===== src/sv/sbda_pkg.sv =====
`default_nettype none

package sbda_pkg;

  localparam int VALUE_BITS = 32;
  // decimal digits of the largest unsigned value of VALUE_BITS bits
  localparam int NDIG = (VALUE_BITS * 30103) / 100000 + 1;
  localparam int IDX_W = $clog2(NDIG);
  localparam int CNT_W = $clog2(VALUE_BITS);

  localparam logic [7:0] CHAR_ZERO = 8'd48;
  localparam logic [7:0] CHAR_MINUS = 8'd45;

  typedef struct packed {
    logic load;
    logic shift;
    logic skip;
    logic emit_sign;
    logic emit_digit;
  } dp_cmd_t;

  typedef struct packed {
    logic conv_done;
    logic lead_zero;
    logic neg;
    logic last;
  } dp_status_t;

endpackage

`default_nettype wire


===== src/sv/sbda_datapath.sv =====
`default_nettype none

module sbda_datapath (
  input  wire logic                                clk,
  input  wire logic [sbda_pkg::VALUE_BITS-1:0]     value,
  input  wire sbda_pkg::dp_cmd_t                   cmd,
  output sbda_pkg::dp_status_t                     status,
  output logic [7:0]                               character,
  output logic                                     last
);

  logic [sbda_pkg::VALUE_BITS-1:0]   mag;
  logic                              neg;
  logic [sbda_pkg::NDIG-1:0][3:0]    bcd;
  logic [sbda_pkg::NDIG-1:0][3:0]    bcd_adj;
  logic [sbda_pkg::NDIG*4-1:0]       bcd_flat;
  logic [sbda_pkg::CNT_W-1:0]        cnt;
  logic [sbda_pkg::IDX_W-1:0]        idx;
  logic [3:0]                        cur_digit;

  // add three to every digit of five or more before the shift
  always_comb begin
    for (int d = 0; d < sbda_pkg::NDIG; d++) begin
      bcd_adj[d] = (bcd[d] >= 4'd5) ? bcd[d] + 4'd3 : bcd[d];
    end
  end

  assign bcd_flat = bcd_adj;

  assign cur_digit = bcd[idx];

  assign status.conv_done = (cnt == sbda_pkg::CNT_W'(sbda_pkg::VALUE_BITS - 1));
  assign status.lead_zero = (idx != '0) && (cur_digit == 4'd0);
  assign status.neg = neg;
  assign status.last = last;

  always_ff @(posedge clk) begin
    if (cmd.load) begin
      neg <= value[sbda_pkg::VALUE_BITS-1];
      // negation of the most negative value still fits as unsigned
      mag <= value[sbda_pkg::VALUE_BITS-1] ? (~value + 1'b1) : value;
      bcd <= '0;
      cnt <= '0;
      idx <= sbda_pkg::IDX_W'(sbda_pkg::NDIG - 1);
    end
    if (cmd.shift) begin
      bcd <= {bcd_flat[sbda_pkg::NDIG*4-2:0], mag[sbda_pkg::VALUE_BITS-1]};
      mag <= {mag[sbda_pkg::VALUE_BITS-2:0], 1'b0};
      cnt <= cnt + 1'b1;
    end
    if (cmd.skip) begin
      idx <= idx - 1'b1;
    end
    if (cmd.emit_sign) begin
      character <= sbda_pkg::CHAR_MINUS;
      last <= 1'b0;
    end
    if (cmd.emit_digit) begin
      character <= sbda_pkg::CHAR_ZERO + {4'b0000, cur_digit};
      last <= (idx == '0);
      if (idx != '0) begin
        idx <= idx - 1'b1;
      end
    end
  end

endmodule

`default_nettype wire


===== src/sv/sbda_ctrl.sv =====
`default_nettype none

module sbda_ctrl (
  input  wire logic                  clk,
  input  wire logic                  rst,
  input  wire logic                  in_valid,
  output logic                       in_ready,
  output logic                       out_valid,
  input  wire logic                  out_ready,
  input  wire sbda_pkg::dp_status_t  status,
  output sbda_pkg::dp_cmd_t          cmd
);

  typedef enum logic [2:0] {
    IDLE,
    CONV,
    SKIP,
    SIGN,
    DIGIT
  } state_t;

  state_t state;

  always_comb begin
    cmd = '0;
    unique case (state)
      IDLE: cmd.load = in_valid;
      CONV: cmd.shift = 1'b1;
      SKIP: begin
        if (status.lead_zero) begin
          cmd.skip = 1'b1;
        end else if (status.neg) begin
          cmd.emit_sign = 1'b1;
        end else begin
          cmd.emit_digit = 1'b1;
        end
      end
      SIGN: cmd.emit_digit = out_ready;
      DIGIT: cmd.emit_digit = out_ready && !status.last;
      default: cmd = '0;
    endcase
  end

  always_ff @(posedge clk) begin
    if (rst) begin
      state <= IDLE;
      in_ready <= 1'b1;
      out_valid <= 1'b0;
    end else begin
      unique case (state)
        IDLE: begin
          if (in_valid) begin
            state <= CONV;
            in_ready <= 1'b0;
          end
        end
        CONV: begin
          if (status.conv_done) begin
            state <= SKIP;
          end
        end
        SKIP: begin
          if (!status.lead_zero) begin
            out_valid <= 1'b1;
            state <= status.neg ? SIGN : DIGIT;
          end
        end
        SIGN: begin
          if (out_ready) begin
            state <= DIGIT;
          end
        end
        DIGIT: begin
          if (out_ready && status.last) begin
            state <= IDLE;
            out_valid <= 1'b0;
            in_ready <= 1'b1;
          end
        end
        default: begin
          state <= IDLE;
          in_ready <= 1'b1;
          out_valid <= 1'b0;
        end
      endcase
    end
  end

endmodule

`default_nettype wire


===== src/sv/signed_binary_to_decimal_ascii.sv =====
// channel  | handshake            | payload
// ---------+----------------------+---------------------------------
// input    | in_valid / in_ready  | value (32 bits, signed)
// output   | out_valid / out_ready| character (8 bits), last (1 bit)
//
// one request at a time: accept, a shift-add-3 step for each of the 32 value
// bits, skip up to 9 leading zero digits, then one character per cycle
// while out_ready is high.
// rst is synchronous and clears the controller only.
// a stalled output holds its character; no new request is taken until the
// last character of the current one is delivered.
`default_nettype none

module signed_binary_to_decimal_ascii (
  input  wire logic                             clk,
  input  wire logic                             rst,
  input  wire logic                             in_valid,
  output logic                                  in_ready,
  input  wire logic [sbda_pkg::VALUE_BITS-1:0]  value,
  output logic                                  out_valid,
  input  wire logic                             out_ready,
  output logic [7:0]                            character,
  output logic                                  last
);

  sbda_pkg::dp_cmd_t    cmd;
  sbda_pkg::dp_status_t status;

  sbda_ctrl u_ctrl (
    .clk       (clk),
    .rst       (rst),
    .in_valid  (in_valid),
    .in_ready  (in_ready),
    .out_valid (out_valid),
    .out_ready (out_ready),
    .status    (status),
    .cmd       (cmd)
  );

  sbda_datapath u_datapath (
    .clk       (clk),
    .value     (value),
    .cmd       (cmd),
    .status    (status),
    .character (character),
    .last      (last)
  );

`ifndef SYNTH
  a_one_at_a_time: assert property (@(posedge clk) disable iff (rst)
    in_ready |-> !out_valid)
    else $error("input ready while a character is pending");

  a_sign_not_last: assert property (@(posedge clk) disable iff (rst)
    (out_valid && character == sbda_pkg::CHAR_MINUS) |-> !last)
    else $error("minus sign flagged as last character");

  a_done_after_last: assert property (@(posedge clk) disable iff (rst)
    (out_valid && out_ready && last) |=> (!out_valid && in_ready))
    else $error("output still valid after last character");
`endif

endmodule

`default_nettype wire


===== config.mk =====
export PLATFORM = sky130hd
export DESIGN_NAME = signed_binary_to_decimal_ascii
export DESIGN_NICKNAME = d
export VERILOG_FILES = /design/src/sv/sbda_pkg.sv /design/src/sv/sbda_datapath.sv /design/src/sv/sbda_ctrl.sv /design/src/sv/signed_binary_to_decimal_ascii.sv
export SDC_FILE = /design/constraint.sdc
export NUM_CORES = 1
export LEC_CHECK = 0
export CAP_MARGIN = 25
export CORE_MARGIN = 5
export CORE_UTILIZATION = 55
export CTS_CLUSTER_DIAMETER = 50
export DETAILED_ROUTE_END_ITERATION = 16
export DONT_BUFFER_PORTS = 1
export HOLD_SLACK_MARGIN = 0.05
export PLACE_DENSITY = 0.8
export SYNTH_ARGS = -nofsm -noshare
export SYNTH_HDL_FRONTEND = slang
export SYNTH_SLANG_ARGS = --single-unit

===== constraint.sdc =====
create_clock -name clk -period 3 [get_ports clk]
set_input_delay 0.3 -clock clk [delete_from_list [all_inputs] [get_ports clk]]
set_output_delay 0.3 -clock clk [all_outputs]
set_load 0.005 [all_outputs]

[Yosys cells after proc, flatten, opt, wreduce, memory -nomap -nowiden]
Cells that the tools add are included.
Cells by class
  $add $sub $neg: 14
  multiply operators: 0
  div/mod/pow operators: 0
  $lt $le $gt $ge: 11
  eq/ne operators: 10
  shifts and indexed selects: 0
  muxes and demuxes: 48
  bitwise logic cells: 3
  reduce and logical (&&, ||, !) cells: 15
Operator list (number)
  32-bit 2-to-1 mux: 3
  40-bit 2-to-1 mux: 2
  4-bit 2-to-1 mux: 14
  4-bit by 3-bit greater-or-equal comparator with 1-bit output (second input constant): 10
  4-bit by 2-bit adder with 4-bit output (second input constant): 9
  32-bit by 1-bit adder with 32-bit output (second input constant): 1
  32-bit NOT: 1
  3-bit 2-to-1 mux: 7
  4-bit binary-select mux with 4-bit select: 1
  8-bit 2-to-1 mux: 2
  3-bit one-hot mux with 5 select lines: 1
  1-bit 2-to-1 mux: 11
  5-bit 2-to-1 mux: 2
  1-bit one-hot mux with 3 select lines: 3
  4-bit logical NOT: 2
  2-bit inequality test (second input constant): 4
  6-bit by 4-bit adder with 7-bit output (first input constant): 1
  3-bit by 2-bit equality test with 1-bit output (second input constant): 2
  3-bit AND reduction: 2
  3-bit OR reduction: 2
  5-bit by 1-bit adder with 5-bit output (second input constant): 1
  5-bit equality test (second input constant): 1
  4-bit by 5-bit < comparator with 1-bit output (second input constant): 1
  5-bit AND reduction: 1
  12 further kinds: 17
Storage, ports and cells
  bits in registers: 96
  bits in latches: 0
  memory bits (writable): 0
  memory bits (read-only): 0
  input port bits: 36
  word-level logic and storage cells: 121
  memories kept: 0

[Logic depth before layout (Yosys ltp)]
  word-level depth: 9
  gate-level depth with buffers: 10

[Modules after synthesis]
A second synthesis with hierarchy kept.
Unflattened totals
  cells, all modules: 570
  area total of the unflattened synthesis: 5895.7 um2
Modules (own cells, without submodules)
  sbda_datapath: instances 1, cells an instance 525, area each 5522.8 um2, seq. area each 2592.5 um2
  sbda_ctrl: instances 1, cells an instance 45, area each 372.9 um2, seq. area each 100.1 um2

[Worst setup path after synthesis]
Ideal clock, no wire load.
  kind: flip-flop to flip-flop
  start: register u_ctrl.state[0]
  end: register u_datapath.bcd[0] (netlist name) (enable)
  setup time: 0.436 ns
  arrival time: 2.859 ns
  required time: 2.564 ns
  path slack: -0.295 ns
  stages on the path, launching flop included: 6
  path buffers: 2
  period minus slack after synthesis: 3.295 ns
  cell sequence: dfxtp_1 > clkbuf_1 > nor2b_1 > nand2_1 > clkbuf_1 > nand2_1
Between the ends
  cells in the longest elaborated chain, start to end: 3
  elaborated cells on any way between the ends: 5
  classes of those cells: eq/ne: 1; mux: 2; reduce/logical: 2
RTL lines
  from (decl): RTL line sbda_ctrl.sv:22  | state_t state;
  from (signal assigned): RTL line sbda_ctrl.sv:65  | state <= status.neg ? SIGN : DIGIT;
  3-bit by 1-bit equality test with 1-bit output / 3-bit logical NOT (equally long branches): RTL line sbda_ctrl.sv:26  | unique case (state)
  1-bit 2-to-1 mux: RTL line sbda_ctrl.sv:26
  2-bit nonzero test (no source line) *
  to (signal assigned): RTL line sbda_datapath.sv:47  | bcd <= {bcd_flat[sbda_pkg::NDIG*4-2:0], mag[sbda_pkg::VALUE_BITS-1]};
  to (decl): RTL line sbda_datapath.sv:14  | logic [sbda_pkg::NDIG-1:0][3:0] bcd;
Mark *: on every way between the ends. The rest lies on a longest branch, timed or not.
A chain may end at the register's enable or synchronous reset.

[Final worst setup path]
  start: register u_datapath.idx[0] (netlist name)
  end: register u_datapath.idx[2] (netlist name)
Between the ends
  cells in the longest elaborated chain, start to end: 9
  elaborated cells on any way between the ends: 13
  classes of those cells: add/sub: 1; mux: 9; reduce/logical: 3
RTL lines
  from (decl): RTL line sbda_datapath.sv:18  | logic [sbda_pkg::IDX_W-1:0] idx;
  from (signal assigned): RTL line sbda_datapath.sv:44  | idx <= sbda_pkg::IDX_W'(sbda_pkg::NDIG - 1);
  from (signal assigned): RTL line sbda_datapath.sv:52  | idx <= idx - 1'b1;
  from (signal assigned): RTL line sbda_datapath.sv:62  | idx <= idx - 1'b1;
  4-bit binary-select mux with 4-bit select: RTL line sbda_datapath.sv:30  | assign cur_digit = bcd[idx];
  4-bit 2-to-1 mux (not written as such): RTL line sbda_datapath.sv:30
  4-bit logical NOT: RTL line sbda_datapath.sv:33  | assign status.lead_zero = (idx != '0) && (cur_digit == 4'd0);
  1-bit logical AND: RTL line sbda_datapath.sv:33
  1-bit 2-to-1 mux: RTL line sbda_ctrl.sv:30  | if (status.lead_zero) begin
  2-bit 2-to-1 mux: RTL line sbda_ctrl.sv:26
  4-bit 2-to-1 mux: RTL line sbda_datapath.sv:51  | if (cmd.skip) begin
  4-bit 2-to-1 mux: RTL line sbda_datapath.sv:61  | if (idx != '0) begin
  4-bit 2-to-1 mux *: RTL line sbda_datapath.sv:58  | if (cmd.emit_digit) begin
Mark *: on every way between the ends. The rest lies on a longest branch, timed or not. The select of a mux whose other input is x is not followed.

==> run summary <==
Leakage Power: 0.00223 uW
Router iterations before antenna repair: 5
Largest net degree at the start of global routing: 53
Synth cell count leaders: edfxtp_1, nand2_1, o21ai_0
Synth area leaders: edfxtp_1, xor2_1, ha_1, nand2_1, o21ai_0
Routed via count divided by cell count: 5.80
Fraction of layout cells with a size suffix above 1: 6.83%
Critical setup path kind: register to register
Worst reg2reg endpoint: u_datapath.idx[2]$_DFF_P_
CTS tree: built
Worst slew pin tran: 0.667 ns
Post-route ant nets: 0
Post-synth ARST share: 0%
Grt ovf: 0
CP Capture Point: u_datapath.idx[2]$_DFF_P_
CP startpoint: u_datapath.idx[0]$_DFF_P_
Pre-CTS setup slack: 0.292 ns
Cell area power density: 629 nW/um^2
Fill cells: 797
Register area: 2690 um^2
H-tree levels: 3
RD Place Congestion: 0.821
Drt initial violations: 335
Number of synthesized flops with an enable pin: 83
IO Pins: 47
CORE AREA: 9860 um^2
Syn Inst Count: 569
Max_slew headroom: 55.5%
Routed WL: 11100 um
Area share of the largest cell type after synthesis: 44.6%
Clock insertion delay at the later pin of the skew report: 0.37 ns
Synth Area per Inst: 9.83 um^2
Total number of vias: 4081
Critical path capture point type: register
Pins Over Slew Limit: 0
First-pass GRT wire length: 18600 um
Synthesized area: 5590 um^2
Inserted Diodes: 0
Sequential fraction of the synthesis area: 48.1%
Final setup viols: 0
FMAX: 383 MHz
RSZ-0062 raised after global routing: no
Max-cap violations: 0
R2r startpoint: u_datapath.idx[0]$_DFF_P_
Nets: 627
Area Growth Syn to Fin: 5.52%
# rows: 36
Hold WC Path Type: input port to register
Post-synth top area cell: edfxtp_1
Clock Sink Count: 93
Clock Tree Buf Depth: 2
Total CTS buffers: 9
Maximum vdd drop: 0.347 mV
Clock Skew: 0.0244 ns
CTS root buffer: clkbuf_8
Setup WS post-layout: 0.386 ns
Max Fanout on Critical Path: 12
Crit path arrival time: 2.92 ns
Final worst path period need: 2.61 ns
Worst setup SP type: register
Initial Util: 56.7%
Tot Pwr: 3710 uW
Worst EP required: 3.31 ns
Die H: 111 um
DR WL/cell: 15.8 um
Die Area: 12300 um^2
DIE WIDTH: 111 um
Final HPWL DP: 7990 um
Total negative slack: 0 ns
Port buffer count: 0
R2R cell count: 7
Final Hold Vio Count: 0
Final Cycle Share: 87.1%
Status: complete, no violations
Vias in the first global route: 3984
Number of library cell types mapped by synthesis: 51
Count leader, synth: edfxtp_1
DRC: 0
FF-to-FF setup slack: 0.39 ns
Initial antenna violation count: 0
Global router's overall resource usage: 18.0%
Reg clk slew, reported paths: 0.11 ns
Yosys warns: 0
Dominant synthesized flop cell: edfxtp_1
Footprint of the multi-input gates: 2690 um^2
#FFs+latches synth: 93
## what timing repair did
| item | CTS | global route |
|---|---|---|
| endpoints found under the hold margin | 6 | 0 |
| setup endpoints to repair | 0 | 3 |
| gates resized for setup | 0 | 1 |
| buffers inserted | 0 | 0 |
| hold buffers | 2 | 0 |
## routing by layer
layer,vias up,global-route usage (%),wire length (um)
met1,1935,22.4,4750
met4,0,5.50,167
li1,2007,-,-
met5,-,0,0
met3,23,4.59,646
met2,116,30.7,5540
## worst max-delay path, cell delays in order, from the launching register on
cell and delay (ns):
dfxtp_1 0.69, mux4_2 0.58, a2bb2oi_1 0.14, a21oi_1 0.20
nand2_1 0.12, o21ai_2 0.33, mux2_2 0.37, mux2i_1 0.11
## flip-flops by register name (all words and copies together) (netlist names)
register and flops:
u_datapath.bcd 40, u_datapath.mag 32, u_datapath.character 5, u_datapath.cnt 5, u_datapath.idx 4, u_ctrl.state 3, u_ctrl.in_ready 1, u_ctrl.out_valid 1
u_datapath.last 1, u_datapath.neg 1
## report_power, final
group	total, uW	leakage [uW]	switching [uW]	internal, uW
registers	1970	0.000926	205	1770
logic	972	0.00121	584	388
clock network	772	0.0000916	462	310
## layout by cell type (no fill, tap or decap), drive strengths merged, types with 3 or more instances in the layout
cell	n
mux2i	17
a21oi	48
or3	5
nor4	3
conb	3
nand3	3
inv	31
mux4	3
dfxtp	10
clkbuf	10
clkinv	3
o21ai	55
nor2b	5
nor3	18
buf	7
o41ai	5
nor2	53
nand2	78
nand2b	13
xor2	38
xnor2	13
ha	25
edfxtp	83
o31ai	9
and3	4
## worst min path at each step
| stage | slack [ns] | end | startpoint | cells past startpoint |
|---|---|---|---|---|
| 2_1_floorplan | 0.37 | u_ctrl.state[0]$_SDFFE_PP0P_ | rst | 1 |
| 3_3_place_gp | 0.37 | u_ctrl.state[2]$_SDFFE_PP0P_ | rst | 1 |
| 3_5_place_dp | 0.37 | u_ctrl.state[0]$_SDFFE_PP0P_ | rst | 1 |
| 4_1_cts | 0.06 | u_datapath.mag[0]$_SDFFE_PP0P_ | value[0] | 2 |
| 5_1_grt | 0.07 | u_datapath.mag[0]$_SDFFE_PP0P_ | value[0] | 2 |
| 6_report | 0.08 | u_datapath.mag[0]$_SDFFE_PP0P_ | value[0] | 2 |
## per-stage QoR
| step | hold slack, ns | instances | area, um^2 | utilization, % |
|---|---|---|---|---|
| finish | 0.0766 | 704 | 5900 | 59.8 |
| floorplan | 0.369 | 570 | 5600 | - |
| detailed placement | 0.372 | 686 | 5710 | 57.9 |
| CTS | 0.0584 | 704 | 5900 | 59.8 |
| global route | 0.0744 | 704 | 5900 | 59.8 |
| global placement | 0.371 | 686 | 5710 | 57.9 |
## cell type report
type                       count  area share (%)
sequential                    93            45.6
multi-input combinational    425            45.6
tap                          133            2.82
clock buffer                  10            2.16
inverter                      28            1.78
timing repair buffer           9            1.23
clock inverter                 6           0.784
## logic make-up (layout without fill, tap and decap cells)
group / after synthesis / after routing / share of synthesized area [%]
AOI/OAI and AO/OA: 132 / 132 / 13.9
xor gates and xnor gates: 51 / 51 / 7.98
adders and majority gates: 25 / 25 / 5.59
buffers and inverters: 52 / 53 / 3.94
DFF: 93 / 93 / 48.1
muxes: 21 / 21 / 4.45
other: 2 / 3 / 0.134
and+or+nand+nor: 193 / 193 / 15.8
Note: power is estimated with default switching activity, not from simulation.
